===== src/rtl/core/rcg_pkg.sv =====
// Shared types and constants for the rolling cost grid store.
`timescale 1ns / 1ps
package rcg_pkg;
  localparam int MAX_WIDTH  = 128;
  localparam int MAX_HEIGHT = 128;
  localparam int CELLS      = MAX_WIDTH * MAX_HEIGHT;
  localparam int ADDR_W     = $clog2(CELLS);

  localparam logic [2:0] CMD_READ  = 3'd0;
  localparam logic [2:0] CMD_WRITE = 3'd1;
  localparam logic [2:0] CMD_CLEAR = 3'd2;
  localparam logic [2:0] CMD_RECT  = 3'd3;
  localparam logic [2:0] CMD_SHIFT = 3'd4;

  localparam logic [1:0] REG_WIDTH  = 2'd0;
  localparam logic [1:0] REG_HEIGHT = 2'd1;
  localparam logic [1:0] REG_FILL   = 2'd2;

  typedef enum logic [2:0] {OP_NOP, OP_READ, OP_WRITE, OP_FILL, OP_SHIFT} op_t;

  typedef struct packed {
    op_t               op;
    logic              oor;
    logic              clr;
    logic [ADDR_W-1:0] addr;
    logic [ADDR_W-1:0] base;
    logic [ADDR_W-1:0] last;
    logic [7:0]        x0;
    logic [7:0]        x1;
    logic [7:0]        y0;
    logic [7:0]        y1;
    logic [7:0]        w;
    logic [7:0]        h;
    logic [7:0]        wcost;
    logic [7:0]        fill;
    logic [7:0]        dx;
    logic [7:0]        dy;
    logic [ADDR_W:0]   off;
    logic              desc;
  } cmd_t;
endpackage


===== src/rtl/core/rcg_queue.sv =====
// Two-entry command queue between front and back end.
`timescale 1ns / 1ps
module rcg_queue (
  input  logic          clk,
  input  logic          rst,
  input  logic          push,
  input  rcg_pkg::cmd_t din,
  input  logic          pop,
  output logic          valid,
  output logic          full,
  output rcg_pkg::cmd_t head
);
  rcg_pkg::cmd_t slots [2];
  logic       wr_ptr, rd_ptr;
  logic [1:0] count;

  assign valid = count != 2'd0;
  assign full  = count == 2'd2;
  assign head  = slots[rd_ptr];

  always_ff @(posedge clk) begin
    if (push) slots[wr_ptr] <= din;
    if (rst) begin
      wr_ptr <= 1'b0;
      rd_ptr <= 1'b0;
      count  <= 2'd0;
    end else begin
      if (push) wr_ptr <= ~wr_ptr;
      if (pop) rd_ptr <= ~rd_ptr;
      count <= 2'(count + {1'b0, push} - {1'b0, pop});
    end
  end
endmodule


===== config.mk =====
export PLATFORM = sky130hd
export DESIGN_NAME = rcg_queue
export DESIGN_NICKNAME = d
export VERILOG_FILES = /design/src/rtl/core/rcg_pkg.sv /design/src/rtl/core/rcg_queue.sv
export SDC_FILE = /design/constraint.sdc
export NUM_CORES = 1
export LEC_CHECK = 0
export ABC_AREA = 0
export BUFFER_PORTS_ARGS = -buffer_cell sky130_fd_sc_hd__buf_2
export CORE_UTILIZATION = 45
export CTS_BUF_LIST = sky130_fd_sc_hd__clkbuf_2 sky130_fd_sc_hd__clkbuf_4 sky130_fd_sc_hd__clkbuf_8
export DETAILED_ROUTE_END_ITERATION = 12
export GPL_TIMING_DRIVEN = 0
export PLACE_DENSITY_LB_ADDON = 0.2
export SLEW_MARGIN = 40
export SYNTH_ARGS = -nofsm -noshare
export SYNTH_HDL_FRONTEND = slang
export SYNTH_SLANG_ARGS = --single-unit

===== constraint.sdc =====
create_clock -name clk -period 10.23 [get_ports clk]
set_input_delay 3.069 -clock clk [delete_from_list [all_inputs] [get_ports clk]]
set_output_delay 3.069 -clock clk [all_outputs]
set_load 0.02 [all_outputs]

### After elaboration in Yosys (flattened, before gate mapping)

Memories as Yosys holds them, arrays and structs flattened. A register that Yosys moved wholly into a read port is not among the register bits.
Cells that the tools add are included.

| cells by class | value |
|---|---|
| add/subtract/negate cells | 2 |
| equal/unequal tests | 1 |
| muxes and demuxes | 4 |
| bitwise logic cells | 2 |
| reduce and logical (&&, ||, !) cells | 1 |

Operator list:

| operator | count |
|---|---|
| $mux W1 | 4 |
| $add A2 B1 Y2 | 1 |
| $eq A2 B2 Y1 const B | 1 |
| $not A1 Y1 | 2 |
| $reduce_bool A2 Y1 | 1 |
| $sub A2 B1 Y2 | 1 |

| word-level totals | value |
|---|---|
| flip-flop bits (word level) | 4 |
| bits in writable memories | 286 |
| input port bits | 147 |
| output and inout bits | 145 |
| logic and storage cells | 14 |
| memories | 1 |

Memory list:

| name | depth | bits a word | rd ports | clocked after Yosys merged registers in | write ports | RTL line | RTL |
|---|---|---|---|---|---|---|---|
| slots | 2 | 143 | 1 | 1 | 1 | rcg_queue.sv:13 | `rcg_pkg::cmd_t slots [2];` |

### Depth between registers and ports, before layout

Gate-level depths: netlist of run 1.

| depth | value |
|---|---|
| depth after elaboration | 3 |
| depth in mapped cells | 6 |

### Least setup slack after synthesis of run 1

No wires, ideal clock.

| timing path | value |
|---|---|
| path type | input to register |
| from | input port push |
| to | memory slots[0][0] (netlist bit), enable pin |
| library setup time | 0.664 ns |
| arrival | 9.258 ns |
| data required time | 9.566 ns |
| setup slack | 0.308 ns |
| stages | 1 |
| cell sequence | nor2b_1 |

| between the ends | value |
|---|---|
| word-level cells in the longest chain between the ends | 2 |

Ends and longest elaborated chain:

| item | RTL line | RTL |
|---|---|---|
| start: declaration | rcg_queue.sv:6 | `input logic push,` |
| $mux W1 | rcg_queue.sv:22 | `if (push) slots[wr_ptr] <= din;` |
| $mux W1 (implied by the code) | rcg_queue.sv:22 |  |
| end: declaration | rcg_queue.sv:13 |  |

Every way passes these cells.

==> results of run 1 <==
layout by cell type, fill, tap and decap left out, types with 2 or more instances in the layout:
| cell type | n |
|---|---|
| xnor2_1 | 2 |
| buf_8 | 7 |
| buf_6 | 9 |
| dfxtp_1 | 5 |
| buf_2 | 298 |
| clkbuf_4 | 14 |
| diode_2 | 2 |
| mux2_4 | 70 |
| nor2_1 | 4 |
| clkinv_1 | 13 |
| clkbuf_8 | 49 |
| mux2_2 | 73 |
| buf_16 | 3 |
| clkinv_2 | 6 |
| ha_1 | 2 |
| edfxtp_1 | 286 |
| buf_12 | 4 |
| inv_1 | 2 |
| nor2b_1 | 2 |
metal layers:
metal | wire length, um | track usage (%)
met1 | 7551 | 17.62
met2 | 10140 | 27.70
met3 | 2367 | 7.874
met4 | 343 | 5.317
met5 | 35 | 0
layout make-up:
type | instances | area [um^2] | area share, %
inverters | 2 | 7.507 | 0.05431
flip-flops and latches | 291 | 8688 | 62.86
diodes | 2 | 5.005 | 0.03621
multi-input cells | 157 | 1994 | 14.43
repair buffers | 305 | 1724 | 12.47
well taps | 319 | 399.1 | 2.888
clock inverters | 20 | 87.58 | 0.6337
plain buffers | 16 | 136.4 | 0.9867
clock buffers | 63 | 779.5 | 5.640
metrics by stage:
stage	TNS, ns	std cells
2_1_floorplan	0	466
3_3_place_gp	-445.37	1076
3_5_place_dp	0	1090
4_1_cts	0	1173
5_1_grt	0	1174
6_report	0	1175
power by group:
group	leakage (nW)	switching, W	internal (W)	total [W]
Clock	0.465	0.000415	0.000494	0.000908
Sequential	2.73	0.0000180	0.00139	0.00141
Combinational	2.22	0.000211	0.000173	0.000384
Total	5.41	0.000644	0.00206	0.00270
path summary, 6_finish.rpt:
| kind | to | slack (ns) | cells after the start |
|---|---|---|---|
| setup / recovery | head[111] | 5.27 | 5 |
| hold / removal | flip-flop | 0.51 | 2 |
| hold reg to reg | flip-flop | 0.51 | 2 |
| setup reg to reg | slots[0][117]$_DFFE_PP_ | 8.52 | 5 |
state kept, by name, summed over array words and instances, names as in the netlist, named ones only:
| register | count |
|---|---|
| slots | 286 |
| count | 2 |
| rd_ptr | 1 |
| wr_ptr | 1 |
cell families after synthesis:
logic type | Yosys count | synth area share [%]
buffers and inverters | 18 | 1.330
multiplexers | 143 | 17.32
flip-flops | 291 | 80.32
XOR/XNOR | 3 | 0.3702
AND/OR/NAND/NOR | 9 | 0.4280
adder cells (fa/ha/maj) | 2 | 0.2313
worst max-delay path: cells and delay by family, from the launching register on:
kind / cells / cell delay (ns)
multiplexers: 1 / 0.31
buffers and inverters: 4 / 0.71
flip-flops: 1 / 0.32
==> impl_metrics.yaml, run 1 <==
logic_synthesis:
  yosysMostFrequentCell: "edfxtp_1"
  ys_seq_area_share_pct: 80.32
  async_flop_share_pct: 0
  ys_types: 14
  synth_fp_nets: 615
  yosys_warnings: 0
  mappedNetlistArea_um2: 10820
  synth_commonest_cells: "edfxtp_1, mux2_2, mux2_4, buf_6, buf_2"
  synth_ff_type: "edfxtp_1"
  ys_top_cells_by_area: "edfxtp_1, mux2_4, mux2_2, buf_6, dfxtp_1"
  synth-edff-count: 286
  avgSynthCellArea_um2: 23.21
  synth_top_area_share_pct: 79.40
  yosysTopAreaCell: "edfxtp_1"
  syn_inst: 466
  ys_ff_latch: 291
sta:
  fmax_ghz: 0.2018
  rsz0062_at_grt: "no"
  worstMarginPinSlew_ns: 0.3606
  slew_headroom_pct: 75.91
  timing.final.ws_setup_ns: 5.274
  setup_viol: 0
  final_max_slew_viol_count: 0
  period_share_pct: 48.45
  fin_hold_ws_ns: 0.5146
  finalClockSkew_ns: 0.01486
  hold_viol: 0
  min_period_ns: 4.956
drt:
  vias_per_cell: 4.643
  routed_wl_mm: 20.44
  wire_per_inst_um: 17.39
  drt-initial-drc-count: 243
  first_pass_iters: 4
  ant_nets: 0
  vias: 5456
  drcViolationCount: 0
flow_run:
  drv_cap: 0
worst_setup_path:
  rr_startpoint: "wr_ptr$_SDFFE_PP0P_"
  cp_max_fo: 10
  required_ns: 7.16
  cp-end-kind: "primary output"
  slowest_stage: "dfxtp_1"
  start_kind: "flip-flop"
  cp_cell_sequence: "buf_6 -> buf_6 -> buf_6 -> mux2_4 -> buf_2"
  arrival_ns: 1.89
  worstSetupPathType: "reg2out"
  cpPeakStageDelay_ns: 0.32
  cp_common_cell: "buf_6"
finish:
  layout.nets: 970
  drive_gt1_share_pct: 62.88
  fin_area_um2: 13820
  final_core_util_pct: 58.71
  syn2layout_area_growth_pct: 27.78
  num-fill-cells: 1776
global_routing:
  grt_max_degree: 41
  grt_usage_pct: 16.22
  antenna_found_initial: 5
  grt_pass1_vias: 5774
  overflow: 0
  grt_pass1_wl_mm: 30.22
floorplanning:
  design.core.area_um2: 23540
  fp-row-count: 56
  start_util_pct: 45.94
  dieWidth_um: 157.0
  design.portCount: 292
  dieArea_um2: 24660
  die_y_um: 157.0
min_path:
  hold_start: "rd_ptr$_SDFFE_PP0P_"
  min_path_type: "reg2reg"
clock_tree:
  cts_tree: "built"
  cts_setup_buffers: 0
  clk-insertion-delay-late_ns: 0.52
  hold_buffers: 0
  clkTransAtPathRegs_ns: 0.05
  cts_max_level: 2
  cts_sinks: 291
  root_buffer: "clkbuf_8"
  numCtsBuffers: 48
  cts.path.max_buffers: 3
  cts_resized: 0
placement:
  dp_hpwl_mm: 14.64
  portBuffers: 291
  placed_cell_area_um2: 12950
  pre_cts_slack_ns: 5.608
  place.gp.congestion: 0.6770
pwr:
  leakage_nw: 5.412
  powerDensity_nw_per_um2: 195.6
  peakVddDrop_mv: 0.1520
  p_total_w: 0.002703
status:
  outcome: "finished clean"
Note: power is estimated with default switching activity, not from simulation.
==> run 2, diff against run 1 <==
clock period = 5.05 ns   (was 10.23 ns; I/O delays follow)
==> run 2 against run 1 <==
Effect of this change: setup slack got worse by 3.6 ns; via count increased by 1.4%; die area unchanged; first-iteration DRC count decreased by 3.7%; global-route usage decreased by 0.26 points; clock skew decreased by 0.0063 ns; non-clock buffer count decreased by 2; flip-flop and latch count unchanged; highest routed layer unchanged.
==> impl_metrics.yaml, run 2 (synthesized netlist as in run 1, its figures left out) <==
status:
  outcome: "finished clean"
clock_tree:
  root_buffer: "clkbuf_8"
  cts_tree: "built"
  cts.path.max_buffers: 3
  clkTransAtPathRegs_ns: 0.05
  hold_buffers: 0
  cts_resized: 0
  cts_setup_buffers: 0
  cts_sinks: 291
  numCtsBuffers: 47
  clk-insertion-delay-late_ns: 0.53
  cts_max_level: 2
worst_setup_path:
  cp_max_fo: 10
  arrival_ns: 1.88
  cp-end-kind: "primary output"
  start_kind: "flip-flop"
  worstSetupPathType: "reg2out"
  required_ns: 3.54
sta:
  finalClockSkew_ns: 0.008534
  final_max_slew_viol_count: 0
  worstMarginPinSlew_ns: 0.3690
  setup_viol: 0
  rsz0062_at_grt: "no"
  hold_viol: 0
  fmax_ghz: 0.2947
  timing.final.ws_setup_ns: 1.657
  slew_headroom_pct: 75.40
  period_share_pct: 67.19
  min_period_ns: 3.393
pwr:
  powerDensity_nw_per_um2: 397.9
  peakVddDrop_mv: 0.2595
  leakage_nw: 5.415
  p_total_w: 0.005504
min_path:
  min_path_type: "reg2reg"
drt:
  first_pass_iters: 4
  drcViolationCount: 0
  vias: 5530
  wire_per_inst_um: 17.46
  vias_per_cell: 4.718
  routed_wl_mm: 20.46
  drt-initial-drc-count: 234
  ant_nets: 0
global_routing:
  grt_pass1_wl_mm: 29.76
  grt_pass1_vias: 5809
  grt_usage_pct: 15.96
  overflow: 0
  grt_max_degree: 38
  antenna_found_initial: 5
floorplanning:
  fp-row-count: 56
  design.core.area_um2: 23540
  design.portCount: 292
  dieWidth_um: 157.0
  start_util_pct: 45.94
  dieArea_um2: 24660
  die_y_um: 157.0
finish:
  syn2layout_area_growth_pct: 27.88
  layout_common_cells: "buf_2, edfxtp_1, mux2_2, mux2_4, clkbuf_8"
  drive_gt1_share_pct: 63.25
  layout.nets: 967
  reg.largest.list: "slots (286), count (2)"
  largest_reg_flops: 286
  final_common_cell: "buf_2"
  top_register: "slots"
placement:
  pre_cts_slack_ns: 2.076
  portBuffers: 291
  place.gp.congestion: 0.7221
  dp_hpwl_mm: 14.48
flow_run:
  drv_cap: 0
run 2: final timing paths:
check                           depth (start not counted)  slack (ns)                 from                 endpoint
worst min register to register                          2        0.53  rd_ptr$_SDFFE_PP0P_                flip-flop
worst min-delay path                                    2        0.53  rd_ptr$_SDFFE_PP0P_                flip-flop
worst max-delay path                                    5        1.66            flip-flop                head[139]
worst max register to register                          3        3.35  wr_ptr$_SDFFE_PP0P_  slots[1][108]$_DFFE_PP_
run 2: per-layer routing:
layer | wire length [um] | global-route usage (%) | part of all wire (%)
met3 | 2063 | 6.746 | 10
met5 | 13 | 0 | 0.064
met1 | 7916 | 18.02 | 39
met2 | 10040 | 26.90 | 49
met4 | 431 | 6.010 | 2.1
run 2: cell type report:
type	count	area, um^2
Inverter	2	7.507
Sequential cell	291	8688
Multi-Input combinational cell	157	1994
Buffer	16	136.4
Timing Repair Buffer	303	1727
Fill cell	1827	9711
Clock buffer	69	824.5
Antenna cell	4	10.01
Clock inverter	11	45.04
Tap cell	319	399.1
run 2: critical path: stages (launching register included):
cell and delay (ns):
dfxtp_1 0.32, buf_6 0.15, buf_6 0.19, buf_6 0.20, mux2_4 0.32, buf_2 0.17
run 2: through the flow:
step                      utilization [%]  TNS, ns  hold WS [ns]  area [um^2]  instances
after floorplan                         -        0        0.4799        10830        466
after global placement              53.86   -25.60        0.4926        12680       1076
after detailed placement            55.02        0        0.5123        12950       1088
after CTS                           58.71        0        0.5288        13820       1168
after global routing                58.73        0        0.5494        13830       1170
final                               58.75        0        0.5263        13830       1172
run 2: where the power goes:
| part | switching [W] | internal [W] |
|---|---|---|
| clock | 0.000831 | 0.00104 |
| sequential | 0.0000357 | 0.00282 |
| combinational | 0.000430 | 0.000351 |
