===== src/rtl/core/rcg_pkg.sv =====
// Shared types and constants for the rolling cost grid store.
`timescale 1ns / 1ps
package rcg_pkg;
  localparam int MAX_WIDTH  = 128;
  localparam int MAX_HEIGHT = 128;
  localparam int CELLS      = MAX_WIDTH * MAX_HEIGHT;
  localparam int ADDR_W     = $clog2(CELLS);

  localparam logic [2:0] CMD_READ  = 3'd0;
  localparam logic [2:0] CMD_WRITE = 3'd1;
  localparam logic [2:0] CMD_CLEAR = 3'd2;
  localparam logic [2:0] CMD_RECT  = 3'd3;
  localparam logic [2:0] CMD_SHIFT = 3'd4;

  localparam logic [1:0] REG_WIDTH  = 2'd0;
  localparam logic [1:0] REG_HEIGHT = 2'd1;
  localparam logic [1:0] REG_FILL   = 2'd2;

  typedef enum logic [2:0] {OP_NOP, OP_READ, OP_WRITE, OP_FILL, OP_SHIFT} op_t;

  typedef struct packed {
    op_t               op;
    logic              oor;
    logic              clr;
    logic [ADDR_W-1:0] addr;
    logic [ADDR_W-1:0] base;
    logic [ADDR_W-1:0] last;
    logic [7:0]        x0;
    logic [7:0]        x1;
    logic [7:0]        y0;
    logic [7:0]        y1;
    logic [7:0]        w;
    logic [7:0]        h;
    logic [7:0]        wcost;
    logic [7:0]        fill;
    logic [7:0]        dx;
    logic [7:0]        dy;
    logic [ADDR_W:0]   off;
    logic              desc;
  } cmd_t;
endpackage


===== src/rtl/core/rcg_in_if.sv =====
// Command channel interface.
`timescale 1ns / 1ps
interface rcg_in_if;
  logic               valid;
  logic               ready;
  logic [2:0]         command;
  logic [6:0]         cell_x;
  logic [6:0]         cell_y;
  logic [7:0]         end_x;
  logic [7:0]         end_y;
  logic [7:0]         write_cost;
  logic signed [10:0] shift_x;
  logic signed [10:0] shift_y;
  modport source (output valid, command, cell_x, cell_y, end_x, end_y, write_cost,
                  shift_x, shift_y, input ready);
  modport sink (input valid, command, cell_x, cell_y, end_x, end_y, write_cost,
                shift_x, shift_y, output ready);
endinterface


===== src/rtl/core/rcg_front.sv =====
// Front end: configuration registers, command decode and address products.
`timescale 1ns / 1ps
module rcg_front (
  input  logic          clk,
  input  logic          rst,
  input  logic          cfg_we,
  input  logic [1:0]    cfg_index,
  input  logic [7:0]    cfg_data,
  rcg_in_if.sink        items,
  input  logic          q_full,
  input  logic          init_done,
  output logic          push,
  output rcg_pkg::cmd_t entry
);
  logic [7:0] grid_width, grid_height, fill_value;
  logic [7:0] w, h;
  logic [10:0] ax, ay;
  logic signed [11:0] mul_a;
  logic signed [20:0] prod;
  logic [15:0] cells;
  logic [20:0] off_sum;
  logic big, zero;

  always_ff @(posedge clk) begin
    if (rst) begin
      grid_width  <= 8'd128;
      grid_height <= 8'd128;
      fill_value  <= 8'd0;
    end else if (cfg_we) begin
      case (cfg_index)
        rcg_pkg::REG_WIDTH:  grid_width  <= cfg_data;
        rcg_pkg::REG_HEIGHT: grid_height <= cfg_data;
        rcg_pkg::REG_FILL:   fill_value  <= cfg_data;
        default: ;
      endcase
    end
  end

  always_comb begin
    w = grid_width;
    if (grid_width == 8'd0) w = 8'd1;
    else if (grid_width > 8'(rcg_pkg::MAX_WIDTH)) w = 8'(rcg_pkg::MAX_WIDTH);
    h = grid_height;
    if (grid_height == 8'd0) h = 8'd1;
    else if (grid_height > 8'(rcg_pkg::MAX_HEIGHT)) h = 8'(rcg_pkg::MAX_HEIGHT);
  end

  assign items.ready = ~q_full & init_done;
  assign push        = items.valid & items.ready;

  assign ax = items.shift_x[10] ? 11'(-items.shift_x) : items.shift_x;
  assign ay = items.shift_y[10] ? 11'(-items.shift_y) : items.shift_y;
  assign big  = (ax >= {3'b0, w}) || (ay >= {3'b0, h});
  assign zero = (items.shift_x == 11'sd0) && (items.shift_y == 11'sd0);

  assign mul_a = (items.command == rcg_pkg::CMD_SHIFT) ? 12'(items.shift_y)
                                                       : {5'b0, items.cell_y};
  assign prod    = mul_a * $signed({1'b0, w});
  assign cells   = {8'b0, h} * {8'b0, w};
  assign off_sum = prod + 21'(items.shift_x);

  always_comb begin
    entry       = '0;
    entry.op    = rcg_pkg::OP_NOP;
    entry.addr  = rcg_pkg::ADDR_W'(prod[rcg_pkg::ADDR_W-1:0]
                  + rcg_pkg::ADDR_W'(items.cell_x));
    entry.base  = prod[rcg_pkg::ADDR_W-1:0];
    entry.last  = rcg_pkg::ADDR_W'(cells - 16'd1);
    entry.x0    = {1'b0, items.cell_x};
    entry.x1    = items.end_x;
    entry.y0    = {1'b0, items.cell_y};
    entry.y1    = items.end_y;
    entry.w     = w;
    entry.h     = h;
    entry.wcost = items.write_cost;
    entry.fill  = fill_value;
    entry.dx    = items.shift_x[7:0];
    entry.dy    = items.shift_y[7:0];
    entry.off   = off_sum[rcg_pkg::ADDR_W:0];
    entry.desc  = items.shift_y[10] || ((items.shift_y == 11'sd0) && items.shift_x[10]);
    case (items.command)
      rcg_pkg::CMD_READ, rcg_pkg::CMD_WRITE: begin
        entry.oor = ({1'b0, items.cell_x} >= w) || ({1'b0, items.cell_y} >= h);
        if (!entry.oor)
          entry.op = (items.command == rcg_pkg::CMD_READ) ? rcg_pkg::OP_READ
                                                          : rcg_pkg::OP_WRITE;
      end
      rcg_pkg::CMD_CLEAR: begin
        entry.clr = 1'b1;
        entry.op  = rcg_pkg::OP_FILL;
      end
      rcg_pkg::CMD_RECT: begin
        entry.oor = ({1'b0, items.cell_x} > items.end_x) ||
                    ({1'b0, items.cell_y} > items.end_y) ||
                    (items.end_x > w) || (items.end_y > h);
        if (!entry.oor && ({1'b0, items.cell_x} != items.end_x) &&
            ({1'b0, items.cell_y} != items.end_y))
          entry.op = rcg_pkg::OP_FILL;
      end
      rcg_pkg::CMD_SHIFT: begin
        if (!zero) begin
          if (big) begin
            entry.clr = 1'b1;
            entry.op  = rcg_pkg::OP_FILL;
          end else begin
            entry.op = rcg_pkg::OP_SHIFT;
          end
        end
      end
      default: ;
    endcase
    if (entry.clr) begin
      entry.x0   = 8'd0;
      entry.y0   = 8'd0;
      entry.x1   = w;
      entry.y1   = h;
      entry.base = '0;
    end
  end
endmodule


===== src/flat_wrapper.sv =====
// flat-port wrapper written by rule: the top's interface ports become plain ports
module rcg_front_flat 
  (clk, rst, cfg_we, cfg_index, cfg_data, q_full, init_done, push, entry, items_valid, items_command, items_cell_x, items_cell_y, items_end_x, items_end_y, items_write_cost, items_shift_x, items_shift_y, items_ready);
  rcg_in_if items_i ();
  input  logic clk;
  input  logic rst;
  input  logic cfg_we;
  input  logic [1:0] cfg_index;
  input  logic [7:0] cfg_data;
  input  logic q_full;
  input  logic init_done;
  output logic push;
  output rcg_pkg::cmd_t entry;
  input wire logic [$bits(items_i.valid)-1:0] items_valid;
  input wire logic [$bits(items_i.command)-1:0] items_command;
  input wire logic [$bits(items_i.cell_x)-1:0] items_cell_x;
  input wire logic [$bits(items_i.cell_y)-1:0] items_cell_y;
  input wire logic [$bits(items_i.end_x)-1:0] items_end_x;
  input wire logic [$bits(items_i.end_y)-1:0] items_end_y;
  input wire logic [$bits(items_i.write_cost)-1:0] items_write_cost;
  input wire logic [$bits(items_i.shift_x)-1:0] items_shift_x;
  input wire logic [$bits(items_i.shift_y)-1:0] items_shift_y;
  output wire logic [$bits(items_i.ready)-1:0] items_ready;
  assign items_i.valid = items_valid;
  assign items_i.command = items_command;
  assign items_i.cell_x = items_cell_x;
  assign items_i.cell_y = items_cell_y;
  assign items_i.end_x = items_end_x;
  assign items_i.end_y = items_end_y;
  assign items_i.write_cost = items_write_cost;
  assign items_i.shift_x = items_shift_x;
  assign items_i.shift_y = items_shift_y;
  assign items_ready = items_i.ready;
  rcg_front u_core (.clk(clk), .rst(rst), .cfg_we(cfg_we), .cfg_index(cfg_index), .cfg_data(cfg_data), .items(items_i), .q_full(q_full), .init_done(init_done), .push(push), .entry(entry));
endmodule

===== config.mk =====
export PLATFORM = sky130hd
export DESIGN_NAME = rcg_front_flat
export DESIGN_NICKNAME = d
export VERILOG_FILES = /design/src/rtl/core/rcg_pkg.sv /design/src/rtl/core/rcg_in_if.sv /design/src/rtl/core/rcg_front.sv /design/src/flat_wrapper.sv
export SDC_FILE = /design/constraint.sdc
export NUM_CORES = 1
export LEC_CHECK = 0
export BUFFER_PORTS_ARGS = -buffer_cell sky130_fd_sc_hd__buf_2
export CAP_MARGIN = 20
export CORE_UTILIZATION = 35
export CTS_BUF_LIST = sky130_fd_sc_hd__clkbuf_8
export DETAILED_ROUTE_END_ITERATION = 16
export PLACE_DENSITY = 0.58
export SYNTH_ARGS = -nofsm -noshare
export SYNTH_HDL_FRONTEND = slang
export SYNTH_SLANG_ARGS = --single-unit

===== constraint.sdc =====
create_clock -name clk -period 20.7 [get_ports clk]
set_clock_uncertainty 0.2 [all_clocks]
set_input_delay 6.21 -clock clk [delete_from_list [all_inputs] [get_ports clk]]
set_output_delay 6.21 -clock clk [all_outputs]
set_load 0.1 [all_outputs]

# ---- Word-level counts from Yosys, hierarchy flattened
# Cells that the tools add are included.
dict set report classes {
  n_div 0
  order_cmp 10
  eq_ne 8
  n_reduce_logical 21
  shift 0
  n_mux 19
  bitwise 3
  n_addsub 5
  n_mul 2
}
# operator n
set op_table {}
lappend op_table {{8-bit 2-to-1 mux} 4}
lappend op_table {{31-bit 2-to-1 mux} 1}
lappend op_table {{11-bit by 8-bit greater-or-equal comparator with 1-bit output} 2}
lappend op_table {{11-bit logical NOT} 2}
lappend op_table {{11-bit 2-to-1 mux} 2}
lappend op_table {{11-bit negator} 2}
lappend op_table {{7-bit by 8-bit greater-or-equal comparator with 1-bit output} 2}
lappend op_table {{7-bit by 8-bit > comparator with 1-bit output} 2}
lappend op_table {{8-bit > comparator} 2}
lappend op_table {{8-bit > comparator (second input constant)} 2}
lappend op_table {{8-bit logical NOT} 2}
lappend op_table {{7-bit by 8-bit inequality test with 1-bit output} 2}
lappend op_table {{15-bit by 11-bit adder with 15-bit output} 1}
lappend op_table {{12-bit by 9-bit multiplier with 15-bit output} 1}
lappend op_table {{14-bit by 7-bit adder with 14-bit output} 1}
lappend op_table {{8-bit by 8-bit multiplier with 14-bit output} 1}
lappend op_table {{14-bit 2-to-1 mux} 1}
lappend op_table {{14-bit by 1-bit subtractor with 14-bit output (second input constant)} 1}
lappend op_table {{12-bit 2-to-1 mux} 1}
lappend op_table {{3-bit one-hot mux with 4 select lines} 1}
lappend op_table {{3-bit 2-to-1 mux} 3}
lappend op_table {{3-bit by 2-bit equality test with 1-bit output (second input constant)} 2}
lappend op_table {{1-bit logical OR} 6}
lappend op_table {{2-bit AND reduction} 3}
lappend op_table {{14 further kinds} 21}
dict set report totals {
  romBits 0
  ramBits 0
  register_bits 24
  latchBits 0
  mem_count 0
  out_inout_bits 145
}

# ---- Depth between registers and ports, before layout
# Gate-level depths: netlist of the first run.
dict set report logic_depth {
  ltp_word 11
  mapped_depth 27
  mapped_depth_nobuf 25
}

# ---- Least setup slack after synthesis of the first run
# Ideal clock, no wire load.
dict set report synth_path {
  path_kind {in2out}
  from {input items_command[1]}
  to {output entry[15] (netlist bit)}
  cell_stages 22
  t_required_ns 14.290
  arrival_ns 13.596
  path_slack_ns 0.694
  path_cell_list {nor3b_1 -> clkbuf_1 -> mux2_2 -> nand2_1 -> fa_1 -> fa_1 -> inv_1 -> fa_1 -> inv_1 -> fa_1 -> inv_1 -> ha_1 -> nand2_1 -> o21ai_0 -> nor2_1 -> xnor2_1 -> ha_1 -> nor2b_1 -> a31o_2 -> o41ai_1 -> o21ai_0 -> xnor2_1}
}
# element line_no
set synth_rtl {}
lappend synth_rtl {{start, declared} flat_wrapper.sv:15} ;# input wire logic [$bits(items_i.command)-1:0] items_command;
lappend synth_rtl {{end, declared} flat_wrapper.sv:13} ;# output rcg_pkg::cmd_t entry;

==> results of run 1 <==
## registers in the layout, indices dropped and copies added (netlist names)
name                cells
u_core.fill_value       8
u_core.grid_height      8
u_core.grid_width       8
## layout by cell type (no fill, tap or decap), drive strengths merged, types with 37 or more instances in the layout
master / n
a21oi: 44
nand2: 109
nor2: 108
inv: 167
ha: 142
o21ai: 37
mux2i: 44
xnor2: 57
fa: 96
buf: 210
## critical path, stage by stage
cell and delay [ps]:
sky130_fd_sc_hd__buf_2 130, sky130_fd_sc_hd__nor3b_2 670, sky130_fd_sc_hd__buf_4 360, sky130_fd_sc_hd__mux2_2 400, sky130_fd_sc_hd__nand2_1 90, sky130_fd_sc_hd__fa_1 450
sky130_fd_sc_hd__fa_1 490, sky130_fd_sc_hd__inv_1 50, sky130_fd_sc_hd__fa_1 530, sky130_fd_sc_hd__inv_1 50, sky130_fd_sc_hd__fa_1 520, sky130_fd_sc_hd__inv_1 40
sky130_fd_sc_hd__ha_1 340, sky130_fd_sc_hd__nand2_1 60, sky130_fd_sc_hd__o21ai_0 240, sky130_fd_sc_hd__nor2_1 90, sky130_fd_sc_hd__xnor2_1 340, sky130_fd_sc_hd__ha_1 350
sky130_fd_sc_hd__nor2b_1 150, sky130_fd_sc_hd__a31o_2 230, sky130_fd_sc_hd__o41ai_1 430, sky130_fd_sc_hd__o21ai_0 240, sky130_fd_sc_hd__xnor2_1 190, sky130_fd_sc_hd__buf_2 440
## report_power, final
part | total (mW) | switching (mW) | internal, mW
Sequential | 0.0497 | 0.00192 | 0.0478
Combinational | 0.312 | 0.246 | 0.0663
Clock | 0.0268 | 0.0138 | 0.0130
## metal layers
layer / up-vias / GRT usage (%)
li1: 3851 / -
met1: 3741 / 27.71
met2: 252 / 34.05
met3: 20 / 2.247
met4: 2 / 1.732
met5: - / 0
## final cells by class
| class | count | area, um2 | area share, % |
|---|---|---|---|
| multi-input combinational | 849 | 7335 | 73.54 |
| timing repair buffer | 210 | 1064 | 10.66 |
| inverter | 170 | 638.1 | 6.398 |
| sequential | 24 | 480.5 | 4.817 |
| tap | 324 | 405.4 | 4.065 |
| clock buffer | 3 | 41.29 | 0.4140 |
| antenna | 4 | 10.01 | 0.1004 |
## logic make-up after synthesis
group,Yosys count
simple gates,346
fa+ha+maj,238
buf+inv,225
compound gates,144
xor+xnor,70
mux,49
flops,24
other cells,1
## worst paths after layout
kind,start,to,slack (ps),depth (start not counted)
worst min register to register,u_core.fill_value[3]$_SDFFE_PP0P_,u_core.fill_value[3]$_SDFFE_PP0P_,300,2
worst max-delay path,items_command[1],entry[15],1190,24
worst min-delay path,u_core.fill_value[3]$_SDFFE_PP0P_,u_core.fill_value[3]$_SDFFE_PP0P_,300,2
worst max register to register,u_core.grid_width[7]$_SDFFE_PP1P_,u_core.grid_width[7]$_SDFFE_PP1P_,18740,3
==> run summary, run 1 <==
• **post-synth top area cell** sky130_fd_sc_hd__fa_1
• **maximum number of pins on one net before global-route repair** 38
• **number of post-CTS setup repair buffers** 0
• **number of core rows** 57
• **placeable core area** 24460 um2
• **post-synthesis sequential area ratio** 5.473%
• **post-synthesis instance area** 8778 um2
• **fin util** 40.77%
• **Slew @ Worst Pin** 940.8 ps
• **gp weighted congestion** 0.8448
• **max_slew headroom** 37.13%
• **number of placed I/O pins** 224
• **multiplexer area fraction after synthesis** 5.658%
• **Die Footprint** 25720 um2
• **maximum VDD drop** 49.20 uV
• **Power, Total** 388.6 uW
• **CTS max path bufs** 2
• **number of global-route vias before repair** 7666
• **die boundary width** 160.4 um
• **sum of met2 wire segment lengths after detailed routing** 11890 um
• **drc violations** 0
• **placed wire-length estimate** 21200 um
• **total gr overflow** 0
• **Final ANT Viol Nets** 0
• **number of synthesized flops with an enable pin** 0
• **post-route met1 wirelength** 11860 um
• **fraction of layout cells with a size suffix above 1** 17.99%
• **most instantiated library cell after synthesis** sky130_fd_sc_hd__inv_1
• **number of port buffers** 205
• **die outline height** 160.4 um
• **shortest period the worst path allows** 19510 ps
• **post-synth cell types** 53
• **Post-DP Area** 9922 um2
• **vias per cell** 4.966
• **RSZ-0062 raised after global routing** false
• **Layout fillers** 2533
• **post-route design area** 9973 um2
• **starting density of the core** 35.89%
• **CTS Buf Count** 3
• **Pre-antenna DRT Iters** 5
• **worst slack, placed** 1224 ps
• **worst skew pair latency** 260 ps
• **most frequent cells after synthesis** sky130_fd_sc_hd__inv_1, sky130_fd_sc_hd__ha_1, sky130_fd_sc_hd__nand2_1
• **CTS tree** done
• **non-filler cells in the finished layout** 1584
• **maximum fanout count along the critical path** 19
• **share of the synthesized area in compound gates (AO/OA/AOI/OAI)** 10.21%
• **type of the most critical hold path** reg -> reg
• **Synth Instances** 1097
• **top layer used by detailed routing** met5
• **endpoint type of the worst setup path** output port
• **final setup fails** 0
• **worst path required time** 14290 ps
• **Synth Register Bits** 24
• **Inst Count DP** 1577
• **Final Cycle Share** 94.23%
• **setup_tns** 0 ps
• **leakage component of the power** 5.323 nW
• **detailed-route wire length per cell** 16.08 um
• **critical path arrival** 13100 ps
• **FFs w/ async S/R, synth** 0%
• **GRT Total Usage** 19.86%
• **Fin Hold WS** 304.3 ps
• **synthesized area per cell** 8.002 um2
• **Crit Path Class** in -> out
• **global-route wire length before repair** 40930 um
• **routed length on met3** 1517 um
• **Hold-fix buffers, CTS** 0
• **max frequency** 51.27 MHz
• **combinational family with the most area after synthesis** adder cells
• **final number of max-transition violations** 0
• **worst setup slack after layout** 1195 ps
• **synthesized-area fraction occupied by adder cells** 42.13%
• **final net count** 1575
• **TritonCTS sink count** 24
• **MaxCap Viol Count** 0
• **top cell type's share of synthesized area** 21.89%
• **first-iteration detailed-routing DRC count** 501
• **CTS H-tree depth** 1
• **Area growth, synth to finish** 13.61%
• **leading post-synthesis cells by cell area** sky130_fd_sc_hd__fa_1, sky130_fd_sc_hd__ha_1, sky130_fd_sc_hd__inv_1
• **number of gates resized after cts** 0
• **clock transition at the registers of the reported paths** 80 ps
• **status** complete, no violations
• **cell at the root of the clock tree** sky130_fd_sc_hd__clkbuf_8
• **top flip-flop cell by instance count after synthesis** sky130_fd_sc_hd__dfxtp_1
• **simple-gate area share of the yosys netlist** 18.33%
• **initial antenna violation count** 5
• **number of hold violations in the final report** 0
• **parity-gate share of the synthesized area counting xor and xnor cells** 6.984%
• **Ys Warns** 0
• **Critical Path Source Type** input port
• **final wirelength** 25470 um
• **power density cells** 38.96 nW/um2
• **routed vias** 7866
(Power assumes the default switching activity.)
==> inputs of run 2 (changes only) <==
--- a/config.mk
+++ b/config.mk
@@ -10,7 +10,7 @@
 export CORE_UTILIZATION = 35
 export CTS_BUF_LIST = sky130_fd_sc_hd__clkbuf_8
 export DETAILED_ROUTE_END_ITERATION = 16
-export PLACE_DENSITY = 0.58
+export PLACE_DENSITY_LB_ADDON = 0.15
 export SYNTH_ARGS = -nofsm -noshare
 export SYNTH_HDL_FRONTEND = slang
 export SYNTH_SLANG_ARGS = --single-unit
==> run 2 against run 1 <==
Net effect: sequential power fell by 1%; total power rose by 1.2%; critical path depth fell by 1; core utilization barely moved; clock power rose by 18%; combinational power barely moved; largest cell class unchanged; highest routed layer unchanged.
==> run summary, run 2 (same netlist as run 1, synthesis figures left out) <==
• **worst path required time** 14290 ps
• **CTS Buf Count** 3
• **Slew @ Worst Pin** 912.2 ps
• **Fin Hold WS** 301.7 ps
• **final setup fails** 0
• **final number of max-transition violations** 0
• **final net count** 1576
• **top library cells by usage in the layout, fill and taps aside** sky130_fd_sc_hd__buf_2, sky130_fd_sc_hd__inv_1, sky130_fd_sc_hd__ha_1, sky130_fd_sc_hd__nand2_1, sky130_fd_sc_hd__nor2_1
• **non-filler cells in the finished layout** 1582
• **leakage component of the power** 5.335 nW
• **GRT Max-Usage Layer** met2
• **cell at the root of the clock tree** sky130_fd_sc_hd__clkbuf_8
• **post-route design area** 9985 um2
• **fin util** 40.82%
• **critical path arrival** 12940 ps
• **CTS H-tree depth** 1
• **internal power** 131.2 uW
• **number of cells on the critical path** 23
• **number of post-CTS setup repair buffers** 0
• **ordered cell list for the critical path** buf_2 -> nor3b_2 -> buf_4 -> mux2i_1 -> nor2_1 -> fa_1 -> fa_1 -> inv_1 -> fa_1 -> fa_1 -> inv_1 -> ha_1 -> nand2_1 -> o21ai_0 -> nor2_1 -> xnor2_1 -> ha_1 -> nor2b_1 -> a31o_2 -> o41ai_1 -> o21ai_0 -> xnor2_1 -> buf_2
• **Switching Power** 262.2 uW
• **number of core rows** 57
• **RSZ-0062 raised after global routing** false
• **buffer and inverter count on the worst path** 5
• **power density cells** 39.40 nW/um2
• **status** complete, no violations
• **detailed-route wire length per cell** 16.36 um
• **max frequency** 51.69 MHz
• **Critical Path Source Type** input port
• **worst setup slack after layout** 1355 ps
• **shortest period the worst path allows** 19350 ps
• **global-route met2 utilization** 33.97%
• **power share of the sequential group** 12.5%
• **commonest non-fill, non-tap cell in the layout** sky130_fd_sc_hd__buf_2
• **die boundary width** 160.4 um
• **global routing usage on met1** 28.47%
• **CTS max path bufs** 2
• **number of placed I/O pins** 224
• **die outline height** 160.4 um
• **Crit Path Class** in -> out
• **fraction of power spent switching nets** 66.65%
• **number of cells on the worst hold path** 2
• **registers with the highest flip-flop counts** u_core.fill_value (8), u_core.grid_height (8), u_core.grid_width (8)
• **endpoint type of the worst setup path** output port
• **antenna cells** 0
• **Pre-antenna DRT Iters** 5
• **global-route track usage on met3** 2.324%
• **Combinational Power Share** 79.5%
• **logic depth of the worst register-to-register path** 4
• **Seq. cell area** 480.5 um2
• **max_slew headroom** 39.04%
• **starting density of the core** 35.89%
• **Hold-fix buffers, CTS** 0
• **gp weighted congestion** 0.8526
• **CTS tree** done
• **cell with the largest stage delay on the worst path** sky130_fd_sc_hd__mux2i_1
• **Inst Count DP** 1578
• **Final Cycle Share** 93.46%
• **vias per cell** 4.887
• **placeable core area** 24460 um2
• **TritonCTS sink count** 24
• **worst slack, placed** 1405 ps
• **MaxCap Viol Count** 0
• **GRT Total Usage** 20.12%
• **global-route wire length before repair** 40920 um
• **category of cells accounting for the largest share of critical-path delay** adder cells
• **number of gates resized after cts** 0
• **multi-input gate area in the final layout** 7335 um2
• **number of port buffers** 205
• **type of the most critical hold path** reg -> reg
• **Power, Total** 393.4 uW
• **first-iteration detailed-routing DRC count** 384
• **Die Footprint** 25720 um2
• **final wirelength** 25890 um
• **fraction of layout cells with a size suffix above 1** 18.12%
• **crit-path max cell delay** 680 ps
• **Clock power frac** 8.0%
• **number of hold violations in the final report** 0
• **worst skew pair latency** 260 ps
• **placed wire-length estimate** 21420 um
• **drc violations** 0
• **Final ANT Viol Nets** 0
• **maximum number of pins on one net before global-route repair** 34
• **routed vias** 7731
• **most used cell along the critical path** sky130_fd_sc_hd__fa_1
• **Layout fillers** 2577
• **setup_tns** 0 ps
• **maximum fanout count along the critical path** 27
• **total gr overflow** 0
• **number of global-route vias before repair** 7519
• **clock transition at the registers of the reported paths** 80 ps
• **initial antenna violation count** 2
• **Area growth, synth to finish** 13.74%
• **maximum VDD drop** 51.10 uV
• **Post-DP Area** 9930 um2
-- run 2: worst reg2reg max path, stage by stage, from the launching register on --
cell                      delay, ps
sky130_fd_sc_hd__dfxtp_1        310
sky130_fd_sc_hd__buf_4          200
sky130_fd_sc_hd__inv_1          470
sky130_fd_sc_hd__nor2_1         110
sky130_fd_sc_hd__a211o_1        280
-- run 2: final cells by class --
class	count	share of cell area, %
clock buffer	4	0.5514
inverter	170	6.391
multi-input combinational	849	73.46
sequential	24	4.812
tap	324	4.060
timing repair buffer	211	10.73
-- run 2: path summary, 6_finish.rpt --
kind / from / end / slack (ps)
worst min-delay path: u_core.fill_value[1]$_SDFFE_PP0P_ / u_core.fill_value[1]$_SDFFE_PP0P_ / 300
worst max register to register: u_core.grid_width[7]$_SDFFE_PP1P_ / u_core.grid_width[7]$_SDFFE_PP1P_ / 19030
worst max-delay path: items_command[1] / entry[15] / 1350
worst min register to register: u_core.fill_value[1]$_SDFFE_PP0P_ / u_core.fill_value[1]$_SDFFE_PP0P_ / 300
-- run 2: power by group through the flow --
stage,sequential [mW],combinational (mW),clock (mW)
finish,0.0490,0.313,0.0315
global route,0.0493,0.331,0.0348
CTS,0.0490,0.314,0.0326
detailed placement,0.0501,0.313,0
global placement,0.0500,0.313,0
floorplan,0.0536,0.264,0
-- run 2: metal layers --
metal	vias to the layer above	part of all wire, %
met5	-	0.10
met4	4	0.66
met3	20	5.3
met2	226	46
met1	3625	48
li1	3856	-
==> inputs of run 3 (changes only) <==
--- a/config.mk
+++ b/config.mk
@@ -10,7 +10,7 @@
 export CORE_UTILIZATION = 35
 export CTS_BUF_LIST = sky130_fd_sc_hd__clkbuf_8
 export DETAILED_ROUTE_END_ITERATION = 16
-export PLACE_DENSITY_LB_ADDON = 0.15
+export PLACE_DENSITY_LB_ADDON = 0.05
 export SYNTH_ARGS = -nofsm -noshare
 export SYNTH_HDL_FRONTEND = slang
 export SYNTH_SLANG_ARGS = --single-unit
==> run 3 against run 2 <==
Net effect: total power fell by 0.81%; fmax fell by 0.53%; routed wire length rose by 4.9%; non-clock buffer count grew 1; sequential power is essentially flat; first-iteration DRC count up 6.5%; worst hold slack improved by 2.8 ps.
==> run summary, run 3 (same netlist as run 1, synthesis figures left out) <==
• **status** complete, no violations
• **placed wire-length estimate** 22550 um
• **number of gates resized after cts** 0
• **power density cells** 39.09 nW/um2
• **drc violations** 0
• **vias per cell** 4.925
• **RSZ-0062 raised after global routing** false
• **maximum number of pins on one net before global-route repair** 32
• **die outline height** 160.4 um
• **Die Footprint** 25720 um2
• **Final Cycle Share** 93.95%
• **critical path arrival** 13040 ps
• **shortest period the worst path allows** 19450 ps
• **commonest non-fill, non-tap cell in the layout** sky130_fd_sc_hd__buf_2
• **leakage component of the power** 5.333 nW
• **detailed-route wire length per cell** 17.15 um
• **non-filler cells in the finished layout** 1583
• **final wirelength** 27160 um
• **starting density of the core** 35.89%
• **number of post-CTS setup repair buffers** 0
• **die boundary width** 160.4 um
• **post-route design area** 9981 um2
• **worst skew pair latency** 260 ps
• **final net count** 1577
• **Inst Count DP** 1579
• **number of hold violations in the final report** 0
• **Crit Path Class** in -> out
• **Area growth, synth to finish** 13.70%
• **Pre-antenna DRT Iters** 5
• **Final ANT Viol Nets** 0
• **fraction of layout cells with a size suffix above 1** 18.12%
• **worst r2r src** u_core.grid_height[7]$_SDFFE_PP1P_
• **Post-DP Area** 9937 um2
• **number of global-route vias before repair** 7855
• **registers with the highest flip-flop counts** u_core.fill_value (8), u_core.grid_height (8), u_core.grid_width (8)
• **endpoint type of the worst setup path** output port
• **logic depth of the worst register-to-register path** 4
• **Critical Path Source Type** input port
• **global-route wire length before repair** 43540 um
• **gp weighted congestion** 0.8092
• **number of port buffers** 205
• **top library cells by usage in the layout, fill and taps aside** sky130_fd_sc_hd__buf_2, sky130_fd_sc_hd__inv_1, sky130_fd_sc_hd__ha_1, sky130_fd_sc_hd__nand2_1, sky130_fd_sc_hd__nor2_1
• **maximum VDD drop** 46.42 uV
• **Hold-fix buffers, CTS** 0
• **fin util** 40.80%
• **number of core rows** 57
• **number of cells on the worst hold path** 2
• **initial antenna violation count** 3
• **cell at the root of the clock tree** sky130_fd_sc_hd__clkbuf_8
• **Power, Total** 390.2 uW
• **endpoint with the worst hold slack** u_core.grid_width[0]$_SDFFE_PP0P_
• **type of the most critical hold path** reg -> reg
• **CTS H-tree depth** 1
• **slack of the worst reg-to-reg path** 19060 ps
• **Slew @ Worst Pin** 1043 ps
• **placeable core area** 24460 um2
• **total gr overflow** 0
• **number of placed I/O pins** 224
• **CTS Buf Count** 3
• **final number of max-transition violations** 0
• **routed vias** 7796
• **TritonCTS sink count** 24
• **CTS tree** done
• **maximum fanout count along the critical path** 12
• **worst path required time** 14290 ps
• **setup_tns** 0 ps
• **clock transition at the registers of the reported paths** 80 ps
• **endpoint of the most critical register-to-register path** u_core.grid_height[7]$_SDFFE_PP1P_
• **first-iteration detailed-routing DRC count** 409
• **max_slew headroom** 30.49%
• **GRT Total Usage** 21.43%
• **CTS max path bufs** 2
• **MaxCap Viol Count** 0
• **max frequency** 51.42 MHz
• **start point of the worst min-delay path** u_core.grid_width[0]$_SDFFE_PP0P_
• **final setup fails** 0
run 3: cell count changes in the layout (fill, tap and decap cells not counted), sizes merged:
cell	previous run	this run
diode	0	1
clkbuf	4	3
buf	211	212
run 3: critical path, stage by stage:
cell	delay (ps)
sky130_fd_sc_hd__buf_2	130
sky130_fd_sc_hd__nor3b_2	520
sky130_fd_sc_hd__buf_4	330
sky130_fd_sc_hd__mux2i_1	500
sky130_fd_sc_hd__nor2_1	120
sky130_fd_sc_hd__fa_1	460
sky130_fd_sc_hd__fa_1	500
sky130_fd_sc_hd__fa_1	490
sky130_fd_sc_hd__inv_1	50
sky130_fd_sc_hd__fa_1	520
sky130_fd_sc_hd__inv_1	40
sky130_fd_sc_hd__ha_1	340
sky130_fd_sc_hd__nand2_1	60
sky130_fd_sc_hd__o21ai_0	240
sky130_fd_sc_hd__nor2_1	90
sky130_fd_sc_hd__xnor2_1	350
sky130_fd_sc_hd__ha_1	350
sky130_fd_sc_hd__nor2b_1	150
sky130_fd_sc_hd__a31o_2	220
sky130_fd_sc_hd__o41ai_1	500
sky130_fd_sc_hd__o21ai_0	220
sky130_fd_sc_hd__xnor2_1	170
sky130_fd_sc_hd__buf_2	440
run 3: how the worst max path moves through the flow:
stage	cells after the start	end	from
after floorplan	22	entry[15]	items_command[1]
after global placement	24	entry[15]	items_command[1]
after detailed placement	23	entry[15]	items_command[1]
after CTS	23	entry[15]	items_command[1]
after global routing	23	entry[15]	items_command[1]
final	23	entry[15]	items_command[1]
run 3: power by group:
group / internal [mW] / switching [mW]
Sequential: 0.0478 / 0.00132
Combinational: 0.0666 / 0.248
Clock: 0.0130 / 0.0140
Total: 0.127 / 0.263
run 3: metrics by stage:
| step | setup slack [ps] | hold WS [ps] |
|---|---|---|
| 6_report | 1252 | 304.6 |
| 5_1_grt | 832.4 | 343.9 |
| 4_1_cts | 1327 | 309.3 |
| 3_5_place_dp | 1353 | 283.3 |
| 3_3_place_gp | 1391 | 279.6 |
| 2_1_floorplan | 693.6 | 261.2 |
run 3: cell type report:
type	instances	area, um2
repair buffers	212	1079
multi-input cells	849	7335
flip-flops and latches	24	480.5
well taps	324	405.4
clock buffers	3	41.29
fillers	2610	14480
diodes	1	2.502
inverters	170	638.1
run 3: metal layers:
metal  GRT usage (%)  wire (um)  vias to the layer above
met5               0         19                        -
met4           1.645        139                        4
met3           1.911       1201                       14
met2           36.52      12540                      201
met1           30.47      13250                     3720
li1                -          -                     3857
